[config.mk]
export PLATFORM = sky130hd
export DESIGN_NAME = subgraph_degree_sequence
export DESIGN_NICKNAME = d
export VERILOG_FILES = /design/src/hdl/sds_pkg.sv /design/src/hdl/sds_degree.sv /design/src/hdl/sds_hist.sv /design/src/hdl/sds_sort.sv /design/src/hdl/subgraph_degree_sequence.sv
export VERILOG_INCLUDE_DIRS = /design/src /design/src/hdl
export SDC_FILE = /design/constraint.sdc
export NUM_CORES = 1
export LEC_CHECK = 0
export ABC_AREA = 1
export BUFFER_PORTS_ARGS = -buffer_cell sky130_fd_sc_hd__buf_2
export CAP_MARGIN = 20
export CELL_PAD_IN_SITES_DETAIL_PLACEMENT = 0
export CELL_PAD_IN_SITES_GLOBAL_PLACEMENT = 1
export CORE_UTILIZATION = 44
export DETAILED_ROUTE_END_ITERATION = 10
export PLACE_DENSITY = 0.79
export RECOVER_POWER = 100
export SLEW_MARGIN = 20
export SYNTH_ARGS = -nofsm -noshare
export SYNTH_HDL_FRONTEND = slang
export SYNTH_SLANG_ARGS = --single-unit
[constraint.sdc]
create_clock -name clk -period 6.07 [get_ports clk]
set_input_delay 0.607 -clock clk [delete_from_list [all_inputs] [get_ports clk]]
set_output_delay 0.607 -clock clk [all_outputs]
set_load 0.01 [all_outputs]
[src/hdl/subgraph_degree_sequence_macros.svh]
// Assertion macros shared by the subgraph degree sequence block.
// Each macro expects clk and rst_n in the scope where it is used.
`ifndef SUBGRAPH_DEGREE_SEQUENCE_MACROS_SVH
`define SUBGRAPH_DEGREE_SEQUENCE_MACROS_SVH

// The consequent must hold in the same cycle as the antecedent.
`define SDS_ASSERT_NOW(lbl, ante, cons, msg) \
    lbl: assert property (@(posedge clk) disable iff (!rst_n) (ante) |-> (cons)) else $error(msg);

// The consequent must hold in the cycle after the antecedent.
`define SDS_ASSERT_NEXT(lbl, ante, cons, msg) \
    lbl: assert property (@(posedge clk) disable iff (!rst_n) (ante) |=> (cons)) else $error(msg);

`endif

[src/hdl/sds_pkg.sv]
package sds_pkg;

    localparam int SLOTS  = 8;
    localparam int DEG_W  = 3;
    localparam int CNT_W  = 4;
    localparam int ADJ_W  = 28;
    localparam int MARK_W = 3;
    localparam int SORT_W = SLOTS * DEG_W;
    localparam int ADDR_W = 3;
    localparam int DATA_W = 32;

    localparam logic [CNT_W-1:0] NODES_RESET = 4'd8;

    // Register index as decoded from paddr[ADDR_W-1:2].
    localparam logic [0:0] REG_NODES_IN_USE = 1'b0;

    typedef logic [DEG_W-1:0] deg_t;
    typedef logic [CNT_W-1:0] cnt_t;

    typedef struct packed {
        deg_t [SLOTS-1:0]  deg;
        logic [MARK_W-1:0] mark;
        cnt_t              n;
    } deg_stage_t;

    typedef struct packed {
        cnt_t [SLOTS-1:0] cum;
        deg_t             mdeg;
        logic             iso;
        cnt_t             n;
    } hist_stage_t;

    typedef struct packed {
        logic [SORT_W-1:0] sorted;
        deg_t              mdeg;
        logic              iso;
        cnt_t              n;
    } result_t;

    // Position of the edge between vertices lo < hi in the adjacency word.
    function automatic int edge_bit(input int hi, input int lo);
        return hi * (hi - 1) / 2 + lo;
    endfunction

endpackage

[src/hdl/sds_degree.sv]
module sds_degree
    import sds_pkg::*;
(
    input  logic              clk,
    input  logic              rst_n,
    input  logic              in_valid,
    output logic              in_ready,
    input  logic [ADJ_W-1:0]  adj_bits,
    input  logic [MARK_W-1:0] marked_vertex,
    input  cnt_t              nodes,
    output logic              out_valid,
    input  logic              out_ready,
    output deg_stage_t        out_data
);

    logic       valid_reg;
    deg_stage_t data_reg;
    deg_stage_t data_next;

    // Each vertex counts its edges to the other vertices in use.
    always_comb
    begin
        data_next.mark = marked_vertex;
        data_next.n    = nodes;
        for (int v = 0; v < SLOTS; v++)
        begin
            data_next.deg[v] = '0;
            for (int u = 0; u < SLOTS; u++)
            begin
                if (u != v && CNT_W'(u) < nodes && CNT_W'(v) < nodes)
                begin
                    data_next.deg[v] = data_next.deg[v] + DEG_W'(
                        adj_bits[(u > v) ? edge_bit(u, v) : edge_bit(v, u)]);
                end
            end
        end
    end

    assign in_ready  = !valid_reg || out_ready;
    assign out_valid = valid_reg;
    assign out_data  = data_reg;

    always_ff @(posedge clk or negedge rst_n)
    begin
        if (!rst_n)
        begin
            valid_reg <= 1'b0;
        end
        else if (in_ready)
        begin
            valid_reg <= in_valid;
        end
    end

    always_ff @(posedge clk)
    begin
        if (in_ready && in_valid)
        begin
            data_reg <= data_next;
        end
    end

endmodule

[src/hdl/sds_hist.sv]
module sds_hist
    import sds_pkg::*;
(
    input  logic        clk,
    input  logic        rst_n,
    input  logic        in_valid,
    output logic        in_ready,
    input  deg_stage_t  in_data,
    output logic        out_valid,
    input  logic        out_ready,
    output hist_stage_t out_data
);

    logic        valid_reg;
    hist_stage_t data_reg;
    hist_stage_t data_next;

    // cum[d] counts the vertices in use whose degree is at most d.
    always_comb
    begin
        data_next.n = in_data.n;
        for (int d = 0; d < SLOTS; d++)
        begin
            data_next.cum[d] = '0;
            for (int i = 0; i < SLOTS; i++)
            begin
                if (CNT_W'(i) < in_data.n && in_data.deg[i] <= DEG_W'(d))
                begin
                    data_next.cum[d] = data_next.cum[d] + 1'b1;
                end
            end
        end
        data_next.iso  = (data_next.cum[0] != '0);
        data_next.mdeg = ({1'b0, in_data.mark} < in_data.n) ? in_data.deg[in_data.mark] : '0;
    end

    assign in_ready  = !valid_reg || out_ready;
    assign out_valid = valid_reg;
    assign out_data  = data_reg;

    always_ff @(posedge clk or negedge rst_n)
    begin
        if (!rst_n)
        begin
            valid_reg <= 1'b0;
        end
        else if (in_ready)
        begin
            valid_reg <= in_valid;
        end
    end

    always_ff @(posedge clk)
    begin
        if (in_ready && in_valid)
        begin
            data_reg <= data_next;
        end
    end

endmodule

[src/hdl/sds_sort.sv]
module sds_sort
    import sds_pkg::*;
(
    input  logic        clk,
    input  logic        rst_n,
    input  logic        in_valid,
    output logic        in_ready,
    input  hist_stage_t in_data,
    output logic        out_valid,
    input  logic        out_ready,
    output result_t     out_data
);

    logic    valid_reg;
    result_t data_reg;
    result_t data_next;
    deg_t    slot;

    // Slot k of the ascending sequence holds the number of degree values d
    // below the top one whose running count cum[d] does not pass k.
    always_comb
    begin
        data_next.mdeg   = in_data.mdeg;
        data_next.iso    = in_data.iso;
        data_next.n      = in_data.n;
        data_next.sorted = '0;
        for (int k = 0; k < SLOTS; k++)
        begin
            slot = '0;
            for (int d = 0; d < SLOTS - 1; d++)
            begin
                if (in_data.cum[d] <= CNT_W'(k))
                begin
                    slot = slot + 1'b1;
                end
            end
            if (CNT_W'(k) < in_data.n)
            begin
                data_next.sorted[k*DEG_W +: DEG_W] = slot;
            end
        end
    end

    assign in_ready  = !valid_reg || out_ready;
    assign out_valid = valid_reg;
    assign out_data  = data_reg;

    always_ff @(posedge clk or negedge rst_n)
    begin
        if (!rst_n)
        begin
            valid_reg <= 1'b0;
        end
        else if (in_ready)
        begin
            valid_reg <= in_valid;
        end
    end

    always_ff @(posedge clk)
    begin
        if (in_ready && in_valid)
        begin
            data_reg <= data_next;
        end
    end

endmodule

[src/hdl/subgraph_degree_sequence.sv]
// Degree sequence of a small undirected subgraph with one marked vertex.
// Input stream: s_axis_tdata carries the lower-triangle edge bits and the
// marked vertex index. Output stream: m_axis_tdata carries the ascending
// degree sequence in 3-bit slots, the marked vertex's degree and a flag
// that is set when some vertex in use has no edges.
// The APB port holds one register, nodes_in_use, at address 0; it must be
// written only while no request is in flight, a rule the block leaves to the user.
// The datapath is three register stages: per-vertex degree count,
// cumulative degree histogram, and slot assembly. The result of a request
// is registered in each of these stages in turn before it is presented;
// one request can be accepted every cycle while the receiver keeps
// m_axis_tready high.
// Each stage holds its request while the stage after it is full, so a
// stalled receiver fills the pipeline and then deasserts s_axis_tready;
// nothing is dropped or repeated. Reset empties the pipeline and sets
// nodes_in_use to 8.
module subgraph_degree_sequence
    import sds_pkg::*;
#(
    parameter int MAX_NODES = 8
)
(
    input  logic              clk,
    input  logic              rst_n,
    input  logic              psel,
    input  logic              penable,
    input  logic              pwrite,
    input  logic [ADDR_W-1:0] paddr,
    input  logic [DATA_W-1:0] pwdata,
    output logic [DATA_W-1:0] prdata,
    output logic              pready,
    input  logic              s_axis_tvalid,
    output logic              s_axis_tready,
    // [27:0] adj_bits, [30:28] marked_vertex, [31] zero
    input  logic [31:0]       s_axis_tdata,
    output logic              m_axis_tvalid,
    input  logic              m_axis_tready,
    // [23:0] sorted_degrees, [26:24] marked_degree, [27] has_isolated, [31:28] zero
    output logic [31:0]       m_axis_tdata
);

`include "subgraph_degree_sequence_macros.svh"

    localparam int   NODE_LIM_INT = (MAX_NODES < SLOTS) ? MAX_NODES : SLOTS;
    localparam cnt_t NODE_LIM     = CNT_W'(NODE_LIM_INT);

    cnt_t        nodes_reg;
    cnt_t        nodes_eff;
    logic        reg_sel;
    logic        s1_valid;
    logic        s1_ready;
    deg_stage_t  s1_data;
    logic        s2_valid;
    logic        s2_ready;
    hist_stage_t s2_data;
    result_t     result;
    logic        sorted_ok;
    logic        in_fire;
    logic        iso_ok;
    logic        mdeg_ok;

    assign pready  = 1'b1;
    assign reg_sel = (paddr[ADDR_W-1:2] == REG_NODES_IN_USE);
    assign prdata  = reg_sel ? {{(DATA_W-CNT_W){1'b0}}, nodes_reg} : '0;

    always_ff @(posedge clk or negedge rst_n)
    begin
        if (!rst_n)
        begin
            nodes_reg <= NODES_RESET;
        end
        else if (psel && penable && pwrite && pready && reg_sel)
        begin
            nodes_reg <= pwdata[CNT_W-1:0];
        end
    end

    assign nodes_eff = (nodes_reg > NODE_LIM) ? NODE_LIM : nodes_reg;

    sds_degree u_degree
    (
        .clk           (clk),
        .rst_n         (rst_n),
        .in_valid      (s_axis_tvalid),
        .in_ready      (s_axis_tready),
        .adj_bits      (s_axis_tdata[ADJ_W-1:0]),
        .marked_vertex (s_axis_tdata[ADJ_W +: MARK_W]),
        .nodes         (nodes_eff),
        .out_valid     (s1_valid),
        .out_ready     (s1_ready),
        .out_data      (s1_data)
    );

    sds_hist u_hist
    (
        .clk       (clk),
        .rst_n     (rst_n),
        .in_valid  (s1_valid),
        .in_ready  (s1_ready),
        .in_data   (s1_data),
        .out_valid (s2_valid),
        .out_ready (s2_ready),
        .out_data  (s2_data)
    );

    sds_sort u_sort
    (
        .clk       (clk),
        .rst_n     (rst_n),
        .in_valid  (s2_valid),
        .in_ready  (s2_ready),
        .in_data   (s2_data),
        .out_valid (m_axis_tvalid),
        .out_ready (m_axis_tready),
        .out_data  (result)
    );

    assign m_axis_tdata = {4'b0000, result.iso, result.mdeg, result.sorted};

    // Slots in use must never decrease from one to the next.
    always_comb
    begin
        sorted_ok = 1'b1;
        for (int k = 1; k < SLOTS; k++)
        begin
            if (CNT_W'(k) < result.n &&
                result.sorted[k*DEG_W +: DEG_W] < result.sorted[(k-1)*DEG_W +: DEG_W])
            begin
                sorted_ok = 1'b0;
            end
        end
    end

    assign in_fire = s_axis_tvalid && s_axis_tready;
    assign iso_ok  = (result.n == '0) || (result.iso == (result.sorted[DEG_W-1:0] == '0));
    assign mdeg_ok = (result.mdeg == '0) || ({1'b0, result.mdeg} < result.n);

    `SDS_ASSERT_NEXT(a_accept_fills_stage1, in_fire, s1_valid, "request lost at stage one")
    `SDS_ASSERT_NOW(a_sorted_ascending, m_axis_tvalid, sorted_ok, "degrees out of order")
    `SDS_ASSERT_NOW(a_isolated_matches_slot0, m_axis_tvalid, iso_ok, "isolated flag mismatch")
    `SDS_ASSERT_NOW(a_marked_degree_range, m_axis_tvalid, mdeg_ok, "marked degree too large")

endmodule
======== Yosys cells after proc, flatten, opt, wreduce, memory -nomap -nowiden ========
Index checks and enable logic that the tools add are counted.
W data, S select, Z words.
storage, ports and cells
  register bits after elaboration ......... 102
  input port bits ......................... 74
cells by class
  $add $sub $neg .......................... 145
  magnitude comparators ................... 139
  mux-type cells .......................... 171
  bitwise logic cells ..................... 1
  reduce and logical (&&, ||, !) cells .... 97
operators with widths
  kind                   number
  $mux W3                97
  $mux W4                51
  $add A4 B1 Y4 const B  42
  $add A3 B1 Y3          48
  $add A3 B1 Y3 const B  40
  $le A4 B3 Y1 const B   28
  $logic_and A1 B1 Y1    90
  $le A3 B3 Y1 const B   24
  $le A4 B1 Y1 const B   14
  $le A4 B2 Y1 const B   14
  $le A3 B1 Y1 const B   16
  $le A3 B2 Y1 const B   16
  $lt A3 B4 Y1 const A   12
  $add A1 B1 Y2 const B  15
  $lt A1 B4 Y1 const A   6
  $lt A2 B4 Y1 const A   6
  $mux W1                22
  $bmux W3 S3            1
  $gt A4 B4 Y1 const B   1
  $lt A3 B4 Y1           1
  $lt A3 B4 Y1 const B   1
  $reduce_bool A4 Y1     1
  $logic_not A1 Y1       3
  $logic_or A1 B1 Y1     3
  $not A1 Y1             1

======== Depth between registers and ports, before layout ========
  depth in word-level cells ............... 18
  mapped depth ............................ 36
  gate-level depth less buffers ........... 36

======== Modules after synthesis ========
Synthesis repeated with hierarchy kept, for this count alone.
second synthesis, totals
  cells, all modules ...................... 2374
  area total of the unflattened synthesis .. 15645.0 µm²
modules (own cells, without submodules)
  module                    instances  cells each  area each (µm²)  sequential area each (µm²)
  sds_hist                  1          1173        6956.7           1226.2
  sds_sort                  1          639         4204.0           985.9
  sds_degree                1          494         3998.8           955.9
  subgraph_degree_sequence  1          68          485.5            101.3

======== Worst setup path after synthesis ========
Ideal clock, no wire load.
  path kind ............................... register to register
  start ................................... register u_degree.data_reg, in the netlist u_degree.out_data[3]
  end ..................................... register u_hist.data_reg, in the netlist u_hist.out_data[4], data pin
  setup time .............................. 0.253 ns
  arrival time ............................ 5.072 ns
  data required time ...................... 5.817 ns
  setup slack ............................. 0.744 ns
  cell stages (with the launch flop) ...... 36
  path buffers ............................ 0
  clock period less this slack ............ 5.326 ns
  path through ............................ edfxtp_1 inv_2 nand2_1 nor2_1 inv_1 nor2_1 nor2_1 inv_1 nor2_1 inv_1 nor2_1 inv_1 ha_1 inv_1 nand3_1 nand2_1 ha_1 or2_0 and2_1 ha_1 nand2_1 nand2_1 ha_1 or2_2 nand2_1 inv_1 ha_1 or2_2 nand2_1 inv_1 ha_1 or2_0 nand2_1 nand3_1 nor2_1 nand2_1
RTL lines
  element                   RTL line          RTL
  start: declaration        sds_degree.sv:17  deg_stage_t data_reg;
  start signal: assignment  sds_degree.sv:59  data_reg <= data_next;
  end signal: assignment    sds_hist.sv:57    data_reg <= data_next;
  end: declaration          sds_hist.sv:15    hist_stage_t data_reg;

==> flow_summary.rst <==
.. list-table::
   :header-rows: 1

   * - Metric
     - Value
   * - Die Y
     - 173 um
   * - Transition time of the tightest slew-check pin
     - 2060 ps
   * - Sum Neg Setup Slack
     - 0 ps
   * - Pin count of the biggest net entering global routing
     - 37
   * - Area growth from synthesis to final layout
     - 7.18%
   * - Top sig layer
     - met4
   * - Leading register cell type out of synthesis
     - sky130_fd_sc_hd__edfxtp_1
   * - Number of antenna violations at the first check in global routing
     - 0
   * - Unrepaired setup endpoints after global routing
     - no
   * - F_max
     - 180 MHz
   * - Maximum clock skew at final layout
     - 12.3 ps
   * - Proportion of synthesized flip-flops having asynchronous set or reset
     - 6.86%
   * - Violated checks
     - max-capacitance violations, max-slew violations
   * - Post-DR wirelength/cell
     - 12.4 um
   * - Final-report hold violation count
     - 0
   * - Later-pin clock latency in the skew report
     - 360 ps
   * - Fraction of final layout cells with drive strength greater than 1
     - 5.10%
   * - Outcome
     - finished, violations left
   * - Met1 Wirelength
     - 13,200 um
   * - Slowest CP cell
     - sky130_fd_sc_hd__edfxtp_1
   * - Post-synthesis cell count
     - 1,919
   * - Met3 layer wire length in the routed design
     - 779 um
   * - Crit share post-route
     - 91.3%
   * - Total detailed-routing wirelength
     - 29,600 um
   * - Flip-flop count of the largest register after layout
     - 36
   * - Clock period minus worst slack
     - 5540 ps
   * - Number of pins with negative max-slew slack in the final report
     - 69
   * - Core ar.
     - 0.0287 mm^2
   * - WL met2
     - 14,700 um
   * - DRC violations left
     - 0
   * - Library cell occupying the most area in the post-synthesis netlist
     - sky130_fd_sc_hd__edfxtp_1
   * - Slowest cell delay on critical path
     - 390 ps
   * - Worst Setup End Kind
     - flip-flop
   * - Number of antenna-violating nets in the routed design
     - 0
   * - Kind of critical path
     - reg2reg
   * - Count of TritonRoute iterations in the first routing pass
     - 6
   * - Routability Congestion
     - 0.929
   * - Total of max-cap violations
     - 2
   * - HPWL after DPL
     - 25,400 um
   * - Post-Syn Area per Cell
     - 6.69 um^2
   * - Count of inserted antenna diode cells
     - 0
   * - Number of failing setup endpoints in the final timing report
     - 0
   * - Cts bufs inserted
     - 9
   * - Hold crit path type
     - in2async
   * - Chip width
     - 173 um
   * - Combined area of all synthesized cells
     - 0.0128 mm^2
   * - Startpoint type of the worst setup path
     - flip-flop
   * - Number of enable flip-flop cells after synthesis
     - 95
   * - Count of vias placed by the detailed router
     - 11,200
   * - Syn. warnings
     - 0
   * - GRT Resource Usage Total
     - 20.6%
   * - Maximum net fanout on the critical path
     - 5
   * - Total number of H-tree levels
     - 3
   * - CTS tree
     - yes
   * - Hold-fix buffers at CTS
     - 0
   * - Share of synthesized area occupied by flip-flops and latches
     - 23.6%
   * - Cells on worst reg2reg path
     - 35
   * - Port bufs
     - 76
   * - Die Outline Area
     - 0.0299 mm^2
   * - Pre-CTS WS
     - 370 ps
   * - Top-count cell post-synth
     - sky130_fd_sc_hd__nand2_1
   * - Netlist cell types
     - 42
   * - Count of nets after finishing
     - 2,256
   * - Wire length of the first global-routing pass
     - 49,700 um
   * - Bufs on Longest Clock Path
     - 2
   * - Clock tree root driver cell
     - sky130_fd_sc_hd__clkbuf_16
   * - Ranking of synthesized cells by area
     - sky130_fd_sc_hd__edfxtp_1, sky130_fd_sc_hd__ha_1, sky130_fd_sc_hd__nand2_1, sky130_fd_sc_hd__inv_1, sky130_fd_sc_hd__nor2_1
   * - Via count of the first global-routing pass
     - 10,500
   * - Starting density of the core
     - 44.7%
   * - Setup slack after layout
     - 527 ps
   * - GR Overflow Total
     - 0
   * - Num rows
     - 62
   * - Number of clock sinks
     - 102
   * - Flops & latches, synth
     - 102
   * - Ports placed on the boundary
     - 141
   * - Required time reported for the critical path endpoint
     - 6180 ps
   * - Violation count after the first detailed-route iteration
     - 449
   * - Fraction of synthesized cell area taken by the top area cell type
     - 22.2%
   * - Top post-synthesis cells by count
     - sky130_fd_sc_hd__nand2_1, sky130_fd_sc_hd__inv_1, sky130_fd_sc_hd__nor2_1
   * - Clock slew at reported path FFs
     - 70 ps
   * - Worst slew margin relative to its limit
     - -37.0%
   * - Via-to-Cell Ratio
     - 4.70
   * - Crit path DAT
     - 5650 ps
==> final timing paths <==
path                                                 from  slack [ps]                           end
setup reg to reg           u_degree.out_data[2]$_DFFE_PP_         530  u_hist.out_data[4]$_DFFE_PP_
hold reg to reg              u_hist.out_data[4]$_DFFE_PP_         420  u_sort.out_data[4]$_DFFE_PP_
setup / recovery           u_degree.out_data[2]$_DFFE_PP_         530  u_hist.out_data[4]$_DFFE_PP_
hold / removal                                      rst_n         150      nodes_reg[0]$_DFFE_PN0P_
min in group clk             u_hist.out_data[4]$_DFFE_PP_         420  u_sort.out_data[4]$_DFFE_PP_
max in group asynchronous                           rst_n        5590      nodes_reg[3]$_DFFE_PN1P_
==> area by class of cell <==
class | count | area, um^2
fillers | 3020 | 14900
clock inverters | 7 | 66.3
inverters | 343 | 1290
multi-input cells | 1451 | 8270
repair buffers | 88 | 400
well taps | 384 | 480
clock buffers | 9 | 225
flip-flops and latches | 102 | 3030
==> placed cells by master, fill, tap and decap left out, types with 33 or more instances in the layout <==
master	instances
sky130_fd_sc_hd__ha_1	187
sky130_fd_sc_hd__edfxtp_1	95
sky130_fd_sc_hd__inv_1	336
sky130_fd_sc_hd__clkbuf_1	42
sky130_fd_sc_hd__nor2_1	206
sky130_fd_sc_hd__o21ai_0	74
sky130_fd_sc_hd__xor2_1	49
sky130_fd_sc_hd__conb_1	33
sky130_fd_sc_hd__nand2_1	562
sky130_fd_sc_hd__nand3_1	119
sky130_fd_sc_hd__a21oi_1	60
sky130_fd_sc_hd__buf_2	41
==> routing by layer <==
| layer | vias to the layer above | global-route usage, % |
|---|---|---|
| met3 | 45 | 2.59 |
| li1 | 6149 | - |
| met5 | - | 0 |
| met4 | 0 | 8.30 |
| met1 | 4824 | 23.8 |
| met2 | 182 | 38.3 |
==> timing repair <==
| action | in CTS | in global routing |
|---|---|---|
| resized for setup | 0 | 3 |
| buffers inserted | 0 | 2 |
| setup endpoints to repair | 0 | 2 |
==> cell families after synthesis <==
family | count (synthesis) | synth area share [%]
other cells | 2 | 0.0585
fa+ha+maj | 187 | 18.2
simple gates | 949 | 30.3
xor+xnor | 86 | 6.60
flops | 102 | 23.6
buf+inv | 397 | 12.6
compound gates | 188 | 7.92
mux | 8 | 0.692
==> worst max-delay path, delay by kind of cell (launching register included) <==
kind | cells | cell delay (ps)
adders and majority gates | 6 | 1640
buffers and inverters | 8 | 570
DFF | 1 | 390
and+or+nand+nor | 21 | 2690
==> per-stage QoR <==
step	utilization (%)	hold slack, ps	std cells	instance area [um^2]
2_1_floorplan	-	311	1950	13000
3_3_place_gp	47.2	404	2365	13600
3_5_place_dp	47.2	405	2365	13600
4_1_cts	48.3	71.7	2381	13900
5_1_grt	47.9	164	2384	13800
6_report	47.9	153	2384	13800
Power is not shown: default switching activity piles up to over one toggle a cycle in this logic, so the estimate is an artifact.
